==> config.mk <==
export PLATFORM = sky130hd
export DESIGN_NAME = motion_profile_with_hold_latch
export DESIGN_NICKNAME = d
export VERILOG_FILES = /design/src/design/mpwhl_pkg.sv /design/src/design/mpwhl_isqrt.sv /design/src/design/motion_profile_with_hold_latch.sv
export SDC_FILE = /design/constraint.sdc
export NUM_CORES = 2
export LEC_CHECK = 0
export ABC_AREA = 0
export BUFFER_PORTS_ARGS = -buffer_cell sky130_fd_sc_hd__clkbuf_2
export CAP_MARGIN = 20
export CELL_PAD_IN_SITES_DETAIL_PLACEMENT = 0
export CELL_PAD_IN_SITES_GLOBAL_PLACEMENT = 1
export CORE_ASPECT_RATIO = 0.6
export CORE_MARGIN = 2
export CORE_UTILIZATION = 55
export CTS_CLUSTER_DIAMETER = 50
export CTS_CLUSTER_SIZE = 24
export DETAILED_ROUTE_END_ITERATION = 8
export PLACE_DENSITY_LB_ADDON = 0.25
export SLEW_MARGIN = 20
export SYNTH_ARGS = -nofsm -noshare
export SYNTH_HDL_FRONTEND = slang
export SYNTH_SLANG_ARGS = --single-unit
==> constraint.sdc <==
create_clock -name clk -period 22.3 [get_ports clk]
set_input_delay 4.46 -clock clk [delete_from_list [all_inputs] [get_ports clk]]
set_output_delay 4.46 -clock clk [all_outputs]
set_load 0.1 [all_outputs]
==> src/design/mpwhl_pkg.sv <==
// Shared widths, codes and reset values for the motion profile block with hold latch.
package mpwhl_pkg;

	localparam int PosW     = 32;
	localparam int ForceW   = 48;
	localparam int DtW      = 16;
	localparam int SpeedW   = 21;
	localparam int AccelW   = 21;
	localparam int EnterW   = 17;
	localparam int ExitW    = 18;
	localparam int EpsW     = 17;
	localparam int GainW    = 20;
	localparam int CfgIdxW  = 3;
	localparam int CfgDataW = 21;

	localparam int RadW  = 54;
	localparam int RootW = RadW / 2;
	localparam int MulAW = 34;
	localparam int MulBW = 22;
	localparam int ProdW = MulAW + MulBW;

	localparam logic [SpeedW-1:0] SpeedLimitRst  = SpeedW'(39322);
	localparam logic [AccelW-1:0] AccelLimitRst  = AccelW'(78643);
	localparam logic [EnterW-1:0] EnterTolRst    = EnterW'(328);
	localparam logic [ExitW-1:0]  ExitTolRst     = ExitW'(655);
	localparam logic [EpsW-1:0]   SpeedEpsRst    = EpsW'(3277);
	localparam logic [GainW-1:0]  SpringGainRst  = GainW'(10000);
	localparam logic [GainW-1:0]  DampingGainRst = GainW'(7000);

	localparam logic OpTick   = 1'b0;
	localparam logic OpTarget = 1'b1;

	typedef enum logic [CfgIdxW-1:0] {
		CFG_SPEED_LIMIT       = 3'd0,
		CFG_ACCEL_LIMIT       = 3'd1,
		CFG_ENTER_TOLERANCE   = 3'd2,
		CFG_EXIT_TOLERANCE    = 3'd3,
		CFG_SPEED_EPSILON     = 3'd4,
		CFG_HOLD_SPRING_GAIN  = 3'd5,
		CFG_HOLD_DAMPING_GAIN = 3'd6
	} cfg_reg_t;

	typedef enum logic [3:0] {
		ST_IDLE,
		ST_ERR,
		ST_MUL_AE,
		ST_SQRT_GO,
		ST_SQRT_WAIT,
		ST_DV,
		ST_PV,
		ST_MUL_PD,
		ST_CMD,
		ST_CLAMP,
		ST_MUL_DM,
		ST_MUL_SE,
		ST_FACC,
		ST_WB
	} seq_state_t;

	typedef enum logic [1:0] {
		K_TARGET,
		K_SKIP,
		K_MOVE,
		K_HOLD
	} item_kind_t;

endpackage

==> src/design/mpwhl_isqrt.sv <==
// Iterative floor square root, one result bit per cycle.
module mpwhl_isqrt (
	input  logic                          clk,
	input  logic                          arst_n,
	input  logic                          start,
	input  logic [mpwhl_pkg::RadW-1:0]    radicand,
	output logic                          done,
	output logic [mpwhl_pkg::RootW-1:0]   root
);

	localparam logic [mpwhl_pkg::RadW-1:0] BitStart =
		mpwhl_pkg::RadW'(1) << (mpwhl_pkg::RadW - 2);

	logic [mpwhl_pkg::RadW-1:0] rem_q;
	logic [mpwhl_pkg::RadW-1:0] res_q;
	logic [mpwhl_pkg::RadW-1:0] bit_q;
	logic                       busy_q;
	logic                       done_q;
	logic [mpwhl_pkg::RadW:0]   trial;
	logic                       fits;

	assign trial = {1'b0, res_q} + {1'b0, bit_q};
	assign fits  = {1'b0, rem_q} >= trial;

	always_ff @(posedge clk or negedge arst_n) begin
		if (!arst_n) begin
			busy_q <= 1'b0;
			done_q <= 1'b0;
		end else begin
			done_q <= 1'b0;
			if (start) begin
				busy_q <= 1'b1;
			end else if (busy_q && bit_q[0]) begin
				busy_q <= 1'b0;
				done_q <= 1'b1;
			end
		end
	end

	always_ff @(posedge clk) begin
		if (start) begin
			rem_q <= radicand;
			res_q <= '0;
			bit_q <= BitStart;
		end else if (busy_q) begin
			if (fits) begin
				rem_q <= rem_q - trial[mpwhl_pkg::RadW-1:0];
				res_q <= (res_q >> 1) + bit_q;
			end else begin
				res_q <= res_q >> 1;
			end
			bit_q <= bit_q >> 2;
		end
	end

	assign done = done_q;
	assign root = res_q[mpwhl_pkg::RootW-1:0];

endmodule

==> src/design/motion_profile_with_hold_latch.sv <==
// Top level: trapezoidal profile sequencer with arrival latch and force hold.
//
//  channel | signals                                              | dir
//  --------+------------------------------------------------------+-----
//  in      | in_valid in_ready opcode target_height               | in
//          | measured_position measured_velocity elapsed_time     |
//  out     | out_valid out_ready position_command hold_force      | out
//          | drive_mode tick_ignored                              |
//  cfg     | cfg_valid cfg_ready cfg_index cfg_data               | in
//
// A moving tick passes through the 27-step square root between acceptance and result.
// One shared multiplier serves the moving and hold ticks; set-target and zero-time words skip it.
// in_ready is high only while the sequencer is idle; a finished word waits in the output register.
// Reset clears state to zero, moving mode, and loads the register defaults; cfg_ready stays high.
module motion_profile_with_hold_latch (
	input  logic                                  clk,
	input  logic                                  arst_n,
	input  logic                                  in_valid,
	output logic                                  in_ready,
	input  logic                                  opcode,
	input  logic signed [mpwhl_pkg::PosW-1:0]     target_height,
	input  logic signed [mpwhl_pkg::PosW-1:0]     measured_position,
	input  logic signed [mpwhl_pkg::PosW-1:0]     measured_velocity,
	input  logic [mpwhl_pkg::DtW-1:0]             elapsed_time,
	output logic                                  out_valid,
	input  logic                                  out_ready,
	output logic signed [mpwhl_pkg::PosW-1:0]     position_command,
	output logic signed [mpwhl_pkg::ForceW-1:0]   hold_force,
	output logic                                  drive_mode,
	output logic                                  tick_ignored,
	input  logic                                  cfg_valid,
	output logic                                  cfg_ready,
	input  logic [mpwhl_pkg::CfgIdxW-1:0]         cfg_index,
	input  logic [mpwhl_pkg::CfgDataW-1:0]        cfg_data
);

	function automatic logic [32:0] abs33(input logic signed [32:0] x);
		abs33 = x[32] ? 33'(-x) : 33'(x);
	endfunction

	function automatic logic signed [31:0] sat32(input logic signed [32:0] x);
		if (x[32] != x[31]) begin
			sat32 = x[32] ? 32'sh8000_0000 : 32'sh7FFF_FFFF;
		end else begin
			sat32 = x[31:0];
		end
	endfunction

	// configuration registers
	logic [mpwhl_pkg::SpeedW-1:0] speed_q;
	logic [mpwhl_pkg::AccelW-1:0] accel_q;
	logic [mpwhl_pkg::EnterW-1:0] enter_q;
	logic [mpwhl_pkg::ExitW-1:0]  exit_tol_q;
	logic [mpwhl_pkg::EpsW-1:0]   eps_q;
	logic [mpwhl_pkg::GainW-1:0]  spring_q;
	logic [mpwhl_pkg::GainW-1:0]  damp_q;

	// architectural state
	logic signed [31:0] goal_q;
	logic               latch_q;
	logic signed [31:0] cmd_q;
	logic signed [31:0] pv_q;

	// sequencer
	mpwhl_pkg::seq_state_t state_q, state_d;
	mpwhl_pkg::item_kind_t kind_q;

	// captured word
	logic signed [31:0]                  tgt_q;
	logic signed [31:0]                  mpos_q;
	logic signed [31:0]                  mvel_q;
	logic [mpwhl_pkg::DtW-1:0]           dt_q;

	// working registers
	logic [32:0]                         excess_q;
	logic signed [32:0]                  e_q;
	logic                                err_nonneg_q;
	logic                                err_pos_q;
	logic                                arrive_q;
	logic                                spring_on_q;
	logic                                exit_q;
	logic [mpwhl_pkg::AccelW-1:0]        dvmax_q;
	logic signed [21:0]                  dv_q;
	logic signed [31:0]                  pvn_q;
	logic signed [32:0]                  cmdsum_q;
	logic signed [31:0]                  cmdn_q;
	logic signed [mpwhl_pkg::ProdW-1:0]  prod_q;
	logic signed [mpwhl_pkg::ProdW-1:0]  acc_q;

	// output register
	logic                                out_valid_q;
	logic signed [31:0]                  out_cmd_q;
	logic signed [mpwhl_pkg::ForceW-1:0] out_force_q;
	logic                                out_mode_q;
	logic                                out_ign_q;

	// shared multiplier
	logic signed [mpwhl_pkg::MulAW-1:0]  mul_a;
	logic signed [mpwhl_pkg::MulBW-1:0]  mul_b;
	logic signed [mpwhl_pkg::ProdW-1:0]  mul_p;
	logic                                mul_en;

	// square root
	logic                                sq_start;
	logic [mpwhl_pkg::RadW-1:0]          sq_rad;
	logic                                sq_done;
	logic [mpwhl_pkg::RootW-1:0]         sq_root;

	// combinational datapath
	logic signed [32:0]                  err_c;
	logic [32:0]                         dist_c;
	logic signed [32:0]                  e_c;
	logic [32:0]                         ae_c;
	logic [32:0]                         avel_c;
	logic [mpwhl_pkg::SpeedW-1:0]        vmag_c;
	logic signed [21:0]                  vdes_c;
	logic signed [33:0]                  dvraw_c;
	logic signed [33:0]                  dvmax_c;
	logic signed [33:0]                  after_c;
	logic                                over_c;
	logic                                wb_go;
	logic                                acc_hi_ones;
	logic                                acc_hi_zero;
	logic signed [mpwhl_pkg::ForceW-1:0] force_sat_c;

	assign in_ready  = (state_q == mpwhl_pkg::ST_IDLE);
	assign cfg_ready = 1'b1;
	assign wb_go     = (state_q == mpwhl_pkg::ST_WB) && (!out_valid_q || out_ready);

	// config writes
	always_ff @(posedge clk or negedge arst_n) begin
		if (!arst_n) begin
			speed_q    <= mpwhl_pkg::SpeedLimitRst;
			accel_q    <= mpwhl_pkg::AccelLimitRst;
			enter_q    <= mpwhl_pkg::EnterTolRst;
			exit_tol_q <= mpwhl_pkg::ExitTolRst;
			eps_q      <= mpwhl_pkg::SpeedEpsRst;
			spring_q   <= mpwhl_pkg::SpringGainRst;
			damp_q     <= mpwhl_pkg::DampingGainRst;
		end else if (cfg_valid) begin
			unique case (cfg_index)
				mpwhl_pkg::CFG_SPEED_LIMIT:       speed_q    <= cfg_data[mpwhl_pkg::SpeedW-1:0];
				mpwhl_pkg::CFG_ACCEL_LIMIT:       accel_q    <= cfg_data[mpwhl_pkg::AccelW-1:0];
				mpwhl_pkg::CFG_ENTER_TOLERANCE:   enter_q    <= cfg_data[mpwhl_pkg::EnterW-1:0];
				mpwhl_pkg::CFG_EXIT_TOLERANCE:    exit_tol_q <= cfg_data[mpwhl_pkg::ExitW-1:0];
				mpwhl_pkg::CFG_SPEED_EPSILON:     eps_q      <= cfg_data[mpwhl_pkg::EpsW-1:0];
				mpwhl_pkg::CFG_HOLD_SPRING_GAIN:  spring_q   <= cfg_data[mpwhl_pkg::GainW-1:0];
				mpwhl_pkg::CFG_HOLD_DAMPING_GAIN: damp_q     <= cfg_data[mpwhl_pkg::GainW-1:0];
				default: ;
			endcase
		end
	end

	// state register
	always_ff @(posedge clk or negedge arst_n) begin
		if (!arst_n) begin
			state_q <= mpwhl_pkg::ST_IDLE;
		end else begin
			state_q <= state_d;
		end
	end

	// next state and unit controls
	always_comb begin
		state_d  = state_q;
		mul_en   = 1'b0;
		mul_a    = '0;
		mul_b    = '0;
		sq_start = 1'b0;
		unique case (state_q)
			mpwhl_pkg::ST_IDLE: begin
				if (in_valid) begin
					if (opcode == mpwhl_pkg::OpTarget || elapsed_time == '0) begin
						state_d = mpwhl_pkg::ST_WB;
					end else begin
						state_d = mpwhl_pkg::ST_ERR;
					end
				end
			end
			mpwhl_pkg::ST_ERR: begin
				state_d = (kind_q == mpwhl_pkg::K_HOLD) ? mpwhl_pkg::ST_MUL_DM
					: mpwhl_pkg::ST_MUL_AE;
			end
			mpwhl_pkg::ST_MUL_AE: begin
				mul_en  = 1'b1;
				mul_a   = mpwhl_pkg::MulAW'({1'b0, excess_q});
				mul_b   = mpwhl_pkg::MulBW'({1'b0, accel_q});
				state_d = mpwhl_pkg::ST_SQRT_GO;
			end
			mpwhl_pkg::ST_SQRT_GO: begin
				sq_start = 1'b1;
				mul_en   = 1'b1;
				mul_a    = mpwhl_pkg::MulAW'({1'b0, dt_q});
				mul_b    = mpwhl_pkg::MulBW'({1'b0, accel_q});
				state_d  = mpwhl_pkg::ST_SQRT_WAIT;
			end
			mpwhl_pkg::ST_SQRT_WAIT: begin
				if (sq_done) begin
					state_d = mpwhl_pkg::ST_DV;
				end
			end
			mpwhl_pkg::ST_DV:    state_d = mpwhl_pkg::ST_PV;
			mpwhl_pkg::ST_PV:    state_d = mpwhl_pkg::ST_MUL_PD;
			mpwhl_pkg::ST_MUL_PD: begin
				mul_en  = 1'b1;
				mul_a   = mpwhl_pkg::MulAW'(pvn_q);
				mul_b   = mpwhl_pkg::MulBW'({1'b0, dt_q});
				state_d = mpwhl_pkg::ST_CMD;
			end
			mpwhl_pkg::ST_CMD:   state_d = mpwhl_pkg::ST_CLAMP;
			mpwhl_pkg::ST_CLAMP: state_d = mpwhl_pkg::ST_WB;
			mpwhl_pkg::ST_MUL_DM: begin
				mul_en  = 1'b1;
				mul_a   = mpwhl_pkg::MulAW'(mvel_q);
				mul_b   = mpwhl_pkg::MulBW'({1'b0, damp_q});
				state_d = mpwhl_pkg::ST_MUL_SE;
			end
			mpwhl_pkg::ST_MUL_SE: begin
				mul_en  = 1'b1;
				mul_a   = mpwhl_pkg::MulAW'(e_q);
				mul_b   = mpwhl_pkg::MulBW'({1'b0, spring_q});
				state_d = mpwhl_pkg::ST_FACC;
			end
			mpwhl_pkg::ST_FACC:  state_d = mpwhl_pkg::ST_WB;
			mpwhl_pkg::ST_WB: begin
				if (!out_valid_q || out_ready) begin
					state_d = mpwhl_pkg::ST_IDLE;
				end
			end
			default: state_d = mpwhl_pkg::ST_IDLE;
		endcase
	end

	assign mul_p = mul_a * mul_b;

	assign sq_rad = {prod_q[mpwhl_pkg::RadW-2:0], 1'b0};

	mpwhl_isqrt u_isqrt (
		.clk      (clk),
		.arst_n   (arst_n),
		.start    (sq_start),
		.radicand (sq_rad),
		.done     (sq_done),
		.root     (sq_root)
	);

	// error terms
	assign err_c  = 33'(goal_q) - 33'(cmd_q);
	assign dist_c = abs33(err_c);
	assign e_c    = 33'(goal_q) - 33'(mpos_q);
	assign ae_c   = abs33(e_c);
	assign avel_c = abs33(33'(mvel_q));

	// velocity step
	assign vmag_c  = (sq_root > mpwhl_pkg::RootW'(speed_q)) ? speed_q
		: sq_root[mpwhl_pkg::SpeedW-1:0];
	assign vdes_c  = err_nonneg_q ? 22'(signed'({1'b0, vmag_c}))
		: -22'(signed'({1'b0, vmag_c}));
	assign dvraw_c = 34'(vdes_c) - 34'(pv_q);
	assign dvmax_c = 34'(signed'({1'b0, dvmax_q}));

	// goal clamp
	assign after_c = 34'(goal_q) - 34'(cmdsum_q);
	assign over_c  = (err_pos_q && after_c[33])
		|| (!err_nonneg_q && !after_c[33] && after_c != '0);

	// force saturation
	assign acc_hi_ones = &acc_q[mpwhl_pkg::ProdW-1:mpwhl_pkg::ForceW-1];
	assign acc_hi_zero = ~|acc_q[mpwhl_pkg::ProdW-1:mpwhl_pkg::ForceW-1];
	always_comb begin
		priority if (acc_q[mpwhl_pkg::ProdW-1] && !acc_hi_ones) begin
			force_sat_c = {1'b1, {(mpwhl_pkg::ForceW-1){1'b0}}};
		end else if (!acc_q[mpwhl_pkg::ProdW-1] && !acc_hi_zero) begin
			force_sat_c = {1'b0, {(mpwhl_pkg::ForceW-1){1'b1}}};
		end else begin
			force_sat_c = acc_q[mpwhl_pkg::ForceW-1:0];
		end
	end

	// datapath registers
	always_ff @(posedge clk) begin
		if (mul_en) begin
			prod_q <= mul_p;
		end
		unique case (state_q)
			mpwhl_pkg::ST_IDLE: begin
				tgt_q  <= target_height;
				mpos_q <= measured_position;
				mvel_q <= measured_velocity;
				dt_q   <= elapsed_time;
				priority if (opcode == mpwhl_pkg::OpTarget) begin
					kind_q <= mpwhl_pkg::K_TARGET;
				end else if (elapsed_time == '0) begin
					kind_q <= mpwhl_pkg::K_SKIP;
				end else if (latch_q) begin
					kind_q <= mpwhl_pkg::K_HOLD;
				end else begin
					kind_q <= mpwhl_pkg::K_MOVE;
				end
			end
			mpwhl_pkg::ST_ERR: begin
				excess_q     <= (dist_c > 33'(enter_q)) ? dist_c - 33'(enter_q) : '0;
				e_q          <= e_c;
				err_nonneg_q <= !err_c[32];
				err_pos_q    <= !err_c[32] && err_c != '0;
				arrive_q     <= (ae_c <= 33'(enter_q)) && (avel_c <= 33'(eps_q));
				spring_on_q  <= ae_c > 33'(enter_q);
				exit_q       <= ae_c > 33'(exit_tol_q);
			end
			mpwhl_pkg::ST_SQRT_WAIT: begin
				dvmax_q <= prod_q[mpwhl_pkg::AccelW+15:16];
			end
			mpwhl_pkg::ST_DV: begin
				priority if (dvraw_c > dvmax_c) begin
					dv_q <= 22'(dvmax_c);
				end else if (dvraw_c < -dvmax_c) begin
					dv_q <= 22'(-dvmax_c);
				end else begin
					dv_q <= 22'(dvraw_c);
				end
			end
			mpwhl_pkg::ST_PV: begin
				pvn_q <= sat32(33'(pv_q) + 33'(dv_q));
			end
			mpwhl_pkg::ST_CMD: begin
				cmdsum_q <= 33'(cmd_q) + 33'(signed'(prod_q[47:16]));
			end
			mpwhl_pkg::ST_CLAMP: begin
				cmdn_q <= over_c ? goal_q : sat32(cmdsum_q);
			end
			mpwhl_pkg::ST_MUL_SE: begin
				acc_q <= -prod_q;
			end
			mpwhl_pkg::ST_FACC: begin
				acc_q <= spring_on_q ? acc_q + prod_q : acc_q;
			end
			default: ;
		endcase
	end

	// architectural state and output valid
	always_ff @(posedge clk or negedge arst_n) begin
		if (!arst_n) begin
			goal_q      <= '0;
			latch_q     <= 1'b0;
			cmd_q       <= '0;
			pv_q        <= '0;
			out_valid_q <= 1'b0;
		end else begin
			if (out_ready) begin
				out_valid_q <= 1'b0;
			end
			if (wb_go) begin
				out_valid_q <= 1'b1;
				unique case (kind_q)
					mpwhl_pkg::K_TARGET: begin
						goal_q  <= tgt_q;
						latch_q <= 1'b0;
					end
					mpwhl_pkg::K_SKIP: ;
					mpwhl_pkg::K_MOVE: begin
						if (arrive_q) begin
							latch_q <= 1'b1;
							cmd_q   <= mpos_q;
							pv_q    <= '0;
						end else begin
							cmd_q <= cmdn_q;
							pv_q  <= pvn_q;
						end
					end
					mpwhl_pkg::K_HOLD: begin
						if (exit_q) begin
							latch_q <= 1'b0;
							cmd_q   <= mpos_q;
							pv_q    <= '0;
						end
					end
					default: ;
				endcase
			end
		end
	end

	// output word
	always_ff @(posedge clk) begin
		if (wb_go) begin
			unique case (kind_q)
				mpwhl_pkg::K_TARGET: begin
					out_cmd_q   <= cmd_q;
					out_force_q <= '0;
					out_mode_q  <= 1'b0;
					out_ign_q   <= 1'b0;
				end
				mpwhl_pkg::K_SKIP: begin
					out_cmd_q   <= cmd_q;
					out_force_q <= '0;
					out_mode_q  <= latch_q;
					out_ign_q   <= 1'b1;
				end
				mpwhl_pkg::K_MOVE: begin
					out_cmd_q   <= arrive_q ? mpos_q : cmdn_q;
					out_force_q <= '0;
					out_mode_q  <= arrive_q;
					out_ign_q   <= 1'b0;
				end
				mpwhl_pkg::K_HOLD: begin
					out_cmd_q   <= exit_q ? mpos_q : cmd_q;
					out_force_q <= force_sat_c;
					out_mode_q  <= !exit_q;
					out_ign_q   <= 1'b0;
				end
				default: ;
			endcase
		end
	end

	assign out_valid        = out_valid_q;
	assign position_command = out_cmd_q;
	assign hold_force       = out_force_q;
	assign drive_mode       = out_mode_q;
	assign tick_ignored     = out_ign_q;

`ifndef SYNTHESIS
	a_busy_after_accept: assert property (@(posedge clk) disable iff (!arst_n)
		in_valid && in_ready |=> !in_ready)
		else $error("sequencer took a second word while busy");

	a_root_only_when_waited: assert property (@(posedge clk) disable iff (!arst_n)
		sq_done |-> state_q == mpwhl_pkg::ST_SQRT_WAIT)
		else $error("square root finished outside its wait state");

	a_hold_velocity_zero: assert property (@(posedge clk) disable iff (!arst_n)
		latch_q |-> pv_q == '0)
		else $error("profile velocity non-zero in hold mode");

	a_ignored_no_force: assert property (@(posedge clk) disable iff (!arst_n)
		out_valid && tick_ignored |-> hold_force == '0 && position_command == cmd_q)
		else $error("ignored tick carried force or a moved command");
`endif

endmodule

# Word-level counts from Yosys, hierarchy flattened
# Index checks and enable logic that the tools add are counted.
totals:
  reg_bits: 892
  input_bits: 142
  out_inout_bits: 85
classes:
  addsub: 17
  multipliers: 1
  order_cmp: 9
  eq_ne: 30
  muxes: 51
  reduce_logical: 56
op_table:
  columns: ["cell", "n"]
  rows:
  - ["2-to-1 mux 32 bit", 9]
  - ["2-to-1 mux 54 bit", 4]
  - ["one-hot mux 34 bit (5 select lines)", 1]
  - ["one-hot mux 32 bit (2 select lines)", 2]
  - ["one-hot mux 56 bit (2 select lines)", 1]
  - ["2-to-1 mux 33 bit", 3]
  - ["2-to-1 mux 48 bit", 2]
  - ["one-hot mux 32 bit (3 select lines)", 1]
  - ["one-hot mux 48 bit (2 select lines)", 1]
  - ["one-hot mux 21 bit (4 select lines)", 1]
  - ["> comparator 33 x 17 -> 1 bit", 2]
  - ["<= comparator 33 x 17 -> 1 bit", 2]
  - ["negation 33 bit", 2]
  - ["subtractor 32 x 32 -> 33 bit", 2]
  - ["adder 56 bit", 1]
  - ["multiplier 34 x 22 -> 56 bit", 1]
  - ["2-to-1 mux 56 bit", 1]
  - ["negation 56 bit", 1]
  - ["adder 54 x 53 -> 55 bit", 1]
  - ["greater-or-equal comparator 54 x 55 -> 1 bit", 1]
  - ["adder 53 x 53 -> 54 bit", 1]
  - ["subtractor 54 bit", 1]
  - ["one-hot mux 4 bit (13 select lines)", 1]
  - ["2-to-1 mux 22 bit", 2]
  - ["other kinds (49)", 120]

# Logic depth before layout (Yosys ltp)
depth:
  depth_word: 8
  ltp_mapped: 46

# Modules after synthesis
# A second synthesis with hierarchy kept.
unflattened:
  hier_cells: 9484
  area_unflattened_um2: 86984.7
by_module_without_submodules:
  columns: ["module", "n_inst", "cells_per_inst", "area_per_inst_um2"]
  rows:
  - ["motion_profile_with_hold_latch", 1, 7947, 74702.9]
  - ["mpwhl_isqrt", 1, 1537, 12281.8]

# Worst setup path after synthesis
# OpenSTA, ideal clock, no wires.
synth_path:
  path_kind: "reg-to-output"
  start: "register state_q[1]"
  end: "output in_ready"
  t_arrival_ns: 10.711
  t_required_ns: 17.840
  setup_slack_ns: 7.129
  path_stages_with_launch: 5
  cell_sequence: "dfrtp_1 -> clkbuf_1 -> or2_2 -> clkbuf_1 -> nor3_1"
synth_via:
  elab_chain_cells: 1
synth_lines:
  columns: ["item", "line", "rtl"]
  rows:
  - ["from (decl)", "motion_profile_with_hold_latch.sv:65", "mpwhl_pkg::seq_state_t state_q, state_d;"]
  - ["from (signal assigned)", "motion_profile_with_hold_latch.sv:157", "state_q <= mpwhl_pkg::ST_IDLE;"]
  - ["from (signal assigned)", "motion_profile_with_hold_latch.sv:159", "state_q <= state_d;"]
  - ["logical NOT 4 bit", "motion_profile_with_hold_latch.sv:126", "assign in_ready = (state_q == mpwhl_pkg::ST_IDLE);"]
  - ["to (decl)", "motion_profile_with_hold_latch.sv:19", "output logic in_ready,"]
# No other way between the ends.

# Worst setup path after layout
layout_path:
  start: "register state_q[2]"
  end: "register prod_q[50] (netlist bit), data pin"
layout_via:
  elab_chain_cells: 4
  elab_cells_between_ends: 9
  classes_between: "mul (1); eq/ne (5); mux (2); reduce/logical (1)"
layout_lines:
  columns: ["item", "line", "rtl"]
  rows:
  - ["== test 4 x 2 -> 1 bit", "motion_profile_with_hold_latch.sv:170", "unique case (state_q)"]
  - ["OR reduction 2 bit (no source line)", null, null]
  - ["one-hot mux 21 bit (4 select lines)", "motion_profile_with_hold_latch.sv:170", null]
  - ["multiplier 34 x 22 -> 56 bit *", "motion_profile_with_hold_latch.sv:234", "assign mul_p = mul_a * mul_b;"]
  - ["named net mul_p (one bit)", "motion_profile_with_hold_latch.sv:100", "logic signed [mpwhl_pkg::ProdW-1:0] mul_p;"]
  - ["to (signal assigned)", "motion_profile_with_hold_latch.sv:283", "prod_q <= mul_p;"]
  - ["to (decl)", "motion_profile_with_hold_latch.sv:87", "logic signed [mpwhl_pkg::ProdW-1:0] prod_q;"]
# Mark *: on every way through the listed nets, which the timed path passes. The rest lies on a longest branch.
# A chain may end at the register's enable or synchronous reset.

==> impl_results.md <==
- Synthesis Warnings: 0
- Number of antenna violations at the first check in global routing: 17
- Final core area utilization: 0.601
- Primary FF master, synth: sky130_fd_sc_hd__edfxtp_1
- Startpoint Class: flip-flop
- Bufs on Longest Clock Path: 3
- Clock transition at the registers of the reported paths: 80 ps
- CP Data Arrival Time: 11320 ps
- Most area-consuming cells after synthesis: sky130_fd_sc_hd__edfxtp_1 (20%), sky130_fd_sc_hd__fa_1 (16%), sky130_fd_sc_hd__ha_1 (9.3%), sky130_fd_sc_hd__dfrtp_1 (5.5%), sky130_fd_sc_hd__inv_1 (4.7%)
- Leakage: 0.0417 uW
- Post-Syn Area per Cell: 9.20 um^2
- Count of buffers added by post-CTS timing repair for setup: 0
- Number of cells after detailed placement: 11.6k
- Worst max-slew margin expressed relative to the limit: 0.200
- Share of the synthesized area in compound gates (AO/OA/AOI/OAI): 0.163
- Number of cells in the finished layout apart from fillers: 11.8k
- Wire length of the first global-routing pass: 490000 um
- Average wire per cell in the routed design: 29.0 um
- Max-slew violation count: 0
- Post-Synth Adder-Cell Area: 0.257
- Ratio of final minimum period to clock period: 0.485
- Pin count of the biggest net entering global routing: 94
- All-layer global routing usage: 0.415
- Via Count: 76.1k
- Final design area excluding fillers: 95000 um^2
- GR Overflow Total: 0
- Critical path required time: 22800 ps
- Dpl cell area: 91300 um^2
- Final-layout worst hold slack: 483 ps
- Highest achievable clock rate: 0.0925 GHz
- Vertical die dimension: 313 um
- Share of cells above drive strength 1: 0.0931
- Number of iterations in the first detailed-routing pass: 9
- DRC violation count after routing: 0
- Transition time at the pin with the least slew margin: 1190 ps
- Portion of netlist area occupied by mux cells: 0.0328
- Port bufs: 225
- CP max stage cell: sky130_fd_sc_hd__a22oi_1
- Maximum fanout encountered on the critical timing path: 54
- Total of cells resized after clock tree synthesis: 0
- Number of nets in the layout: 11.1k
- Insertion delay of the later-clocked pin in the worst-skew pair: 760 ps
- Largest family of logic cells by synthesized area: adder cells
- Min-Delay Path Class: flip-flop to flip-flop
- Start-to-end type of the worst setup path: flip-flop to flip-flop
- Number of synthesized register bits: 892
- Final setup TNS: 0 ps
- Worst VDD drop: 0.113 mV
- Area of the core: 158000 um^2
- Finish-stage setup viols: 0
- Slowest cell delay on critical path: 930 ps
- Horizontal die dimension: 519 um
- Clock buffer count from CTS: 96
- DRC violation total after the first TritonRoute iteration: 10.6k
- Post-Synthesis Cell Area: 87700 um^2
- # hold bufs at CTS: 0
- Number of vias per cell: 6.43
- Floorplan die area: 163000 um^2
- Post-synthesis simple-gate area fraction: 0.147
- Via count of the first global-routing pass: 70.6k
- Root Driver: sky130_fd_sc_hd__clkbuf_16
- Most area-hungry cell type in the Yosys netlist: sky130_fd_sc_hd__edfxtp_1
- XOR/XNOR Fraction of Synth Area: 0.0511
- Count of max-cap constraint violations: 0
- Number of sinks on the clock net: 892
- Part of the Yosys area used for sequential elements: 0.283
- Type of element capturing the critical path: flip-flop
- Remaining antenna violation count after routing: 0
- Number of filler instances in the final layout: 13.6k
- Area growth from synthesis to layout: 8.42%
- Clock tree from TritonCTS: done
- Io pins: 227
- Half-perimeter wire length after detailed placement: 270000 um
- Initial Util: 0.554
- Worst clock skew: 79.7 ps
- Count of distinct cell types in the synthesized netlist: 117
- Status: finished clean
- Count of flip-flops with a built-in enable after synthesis: 572
- Synthesized netlist cell count: 9524
- Placer's final routability congestion estimate: 1.02
- Cell with the most instances on the worst path: sky130_fd_sc_hd__fa_1
- Count of final hold-check violations: 0
- H-tree depth: 3
- Synth async-reset ratio: 0.267
- RSZ-0062 raised after global routing: no
- Synth top area share: 0.196
- Power per Cell Area: 188 nW/um^2
- Final wirelength: 343000 um
- Cell row count: 113
- Shortest period the worst path allows: 10810 ps
## where the power goes
group          total (uW)  switching (uW)  internal (uW)
logic               12500            7980           4510
clock network        1850             900            953
registers            3520             780           2750
## layer usage
layer  vias up  global-route usage  share of wire
li1      33200                   -              -
met1     37300               0.609           0.43
met2      5104               0.480           0.34
met3       468               0.273           0.20
met4        24               0.104          0.028
met5         -              0.0256         0.0021
## Yosys cell counts, types with 67 or more instances
cell	number
sky130_fd_sc_hd__nand4_1	94
sky130_fd_sc_hd__o31ai_1	77
sky130_fd_sc_hd__o21a_1	94
sky130_fd_sc_hd__nand2b_1	82
sky130_fd_sc_hd__a31oi_1	83
sky130_fd_sc_hd__dfrtp_1	193
sky130_fd_sc_hd__nor3_1	125
sky130_fd_sc_hd__a21oi_1	552
sky130_fd_sc_hd__xnor2_1	328
sky130_fd_sc_hd__o21ai_0	390
sky130_fd_sc_hd__mux2_2	159
sky130_fd_sc_hd__nand2_1	1017
sky130_fd_sc_hd__inv_1	1102
sky130_fd_sc_hd__o21bai_1	67
sky130_fd_sc_hd__and2_1	69
sky130_fd_sc_hd__mux2i_1	108
sky130_fd_sc_hd__or3_1	67
sky130_fd_sc_hd__nor2b_1	80
sky130_fd_sc_hd__edfxtp_1	572
sky130_fd_sc_hd__a211oi_1	74
sky130_fd_sc_hd__a22oi_1	144
sky130_fd_sc_hd__fa_1	715
sky130_fd_sc_hd__clkbuf_1	376
sky130_fd_sc_hd__ha_1	649
sky130_fd_sc_hd__a21o_1	226
sky130_fd_sc_hd__dfxtp_1	82
sky130_fd_sc_hd__nand3_1	144
sky130_fd_sc_hd__o22ai_1	90
sky130_fd_sc_hd__nor2_1	804
sky130_fd_sc_hd__xor2_1	183
## final cells by class
type	count	area, um^2	share of cell area
clock buffer	104	2530	0.0266
multi-input combinational	7115	57300	0.603
tap	2127	2660	0.0280
inverter	1104	4140	0.0436
clock inverter	78	1110	0.0117
antenna	17	42.5	0.000448
sequential	892	24800	0.261
timing repair buffer	391	2400	0.0253
## cells by family (layout without fill, tap and decap cells)
kind of cell    Yosys count  after routing
compound gates         2181           2181
buf+inv                1518           1677
other cells               2             20
flops                   892            892
fa+ha+maj              1372           1372
xor+xnor                511            511
simple gates           2781           2781
mux                     267            267
## through the flow
stage / setup WS [ps] / total power [uW]
2_1_floorplan: 7130 / 11600
3_3_place_gp: 11720 / 15200
3_5_place_dp: 11650 / 15400
4_1_cts: 11710 / 17400
5_1_grt: 11010 / 18900
6_report: 11490 / 17900
## worst max-delay path, delay by kind of cell, from the launching register on
family,cells,cell delay (ps)
compound gates,10,3070
fa+ha+maj,8,3890
simple gates,6,1970
xor+xnor,1,160
flops,1,690
buf+inv,5,760
## cell usage in the layout (no fill, tap or decap), types with 164 or more instances in the layout
cell type / Yosys / final
sky130_fd_sc_hd__a21o_1: 226 / 225
sky130_fd_sc_hd__xnor2_1: 328 / 328
sky130_fd_sc_hd__o21ai_0: 390 / 388
sky130_fd_sc_hd__buf_4: 6 / 164
sky130_fd_sc_hd__xor2_1: 183 / 183
sky130_fd_sc_hd__a21oi_1: 552 / 548
sky130_fd_sc_hd__fa_1: 715 / 715
sky130_fd_sc_hd__dfrtp_1: 193 / 192
sky130_fd_sc_hd__nand2_1: 1017 / 1013
sky130_fd_sc_hd__ha_1: 649 / 649
sky130_fd_sc_hd__clkbuf_2: 0 / 224
sky130_fd_sc_hd__inv_1: 1102 / 1102
sky130_fd_sc_hd__nor2_1: 804 / 791
sky130_fd_sc_hd__edfxtp_1: 572 / 572
## flip-flops by register name, summed over array words and instances, names as in the netlist, 27 cells and up
| name | cells |
|---|---|
| acc_q | 56 |
| cmdsum_q | 33 |
| u_isqrt.bit_q | 27 |
| u_isqrt.rem_q | 54 |
| tgt_q | 32 |
| e_q | 33 |
| pv_q | 32 |
| prod_q | 56 |
| mpos_q | 32 |
| mvel_q | 32 |
| position_command | 32 |
| hold_force | 48 |
| u_isqrt.res_q | 54 |
| excess_q | 33 |
| pvn_q | 32 |
| cmdn_q | 32 |
| cmd_q | 32 |
| goal_q | 32 |
## worst paths after layout
check                           startpoint             end  slack (ps)  cells after the start
worst max register to register  state_q[2]      prod_q[50]       11490                     30
worst max-delay path            state_q[2]      prod_q[50]       11490                     30
max in group asynchronous           arst_n      goal_q[17]       16500                      3
worst min register to register   tgt_q[22]      goal_q[22]         480                      1
min in group asynchronous           arst_n  exit_tol_q[14]        3690                      1
worst min-delay path             tgt_q[22]      goal_q[22]         480                      1
No activity file was read; power rests on OpenSTA's default activity.
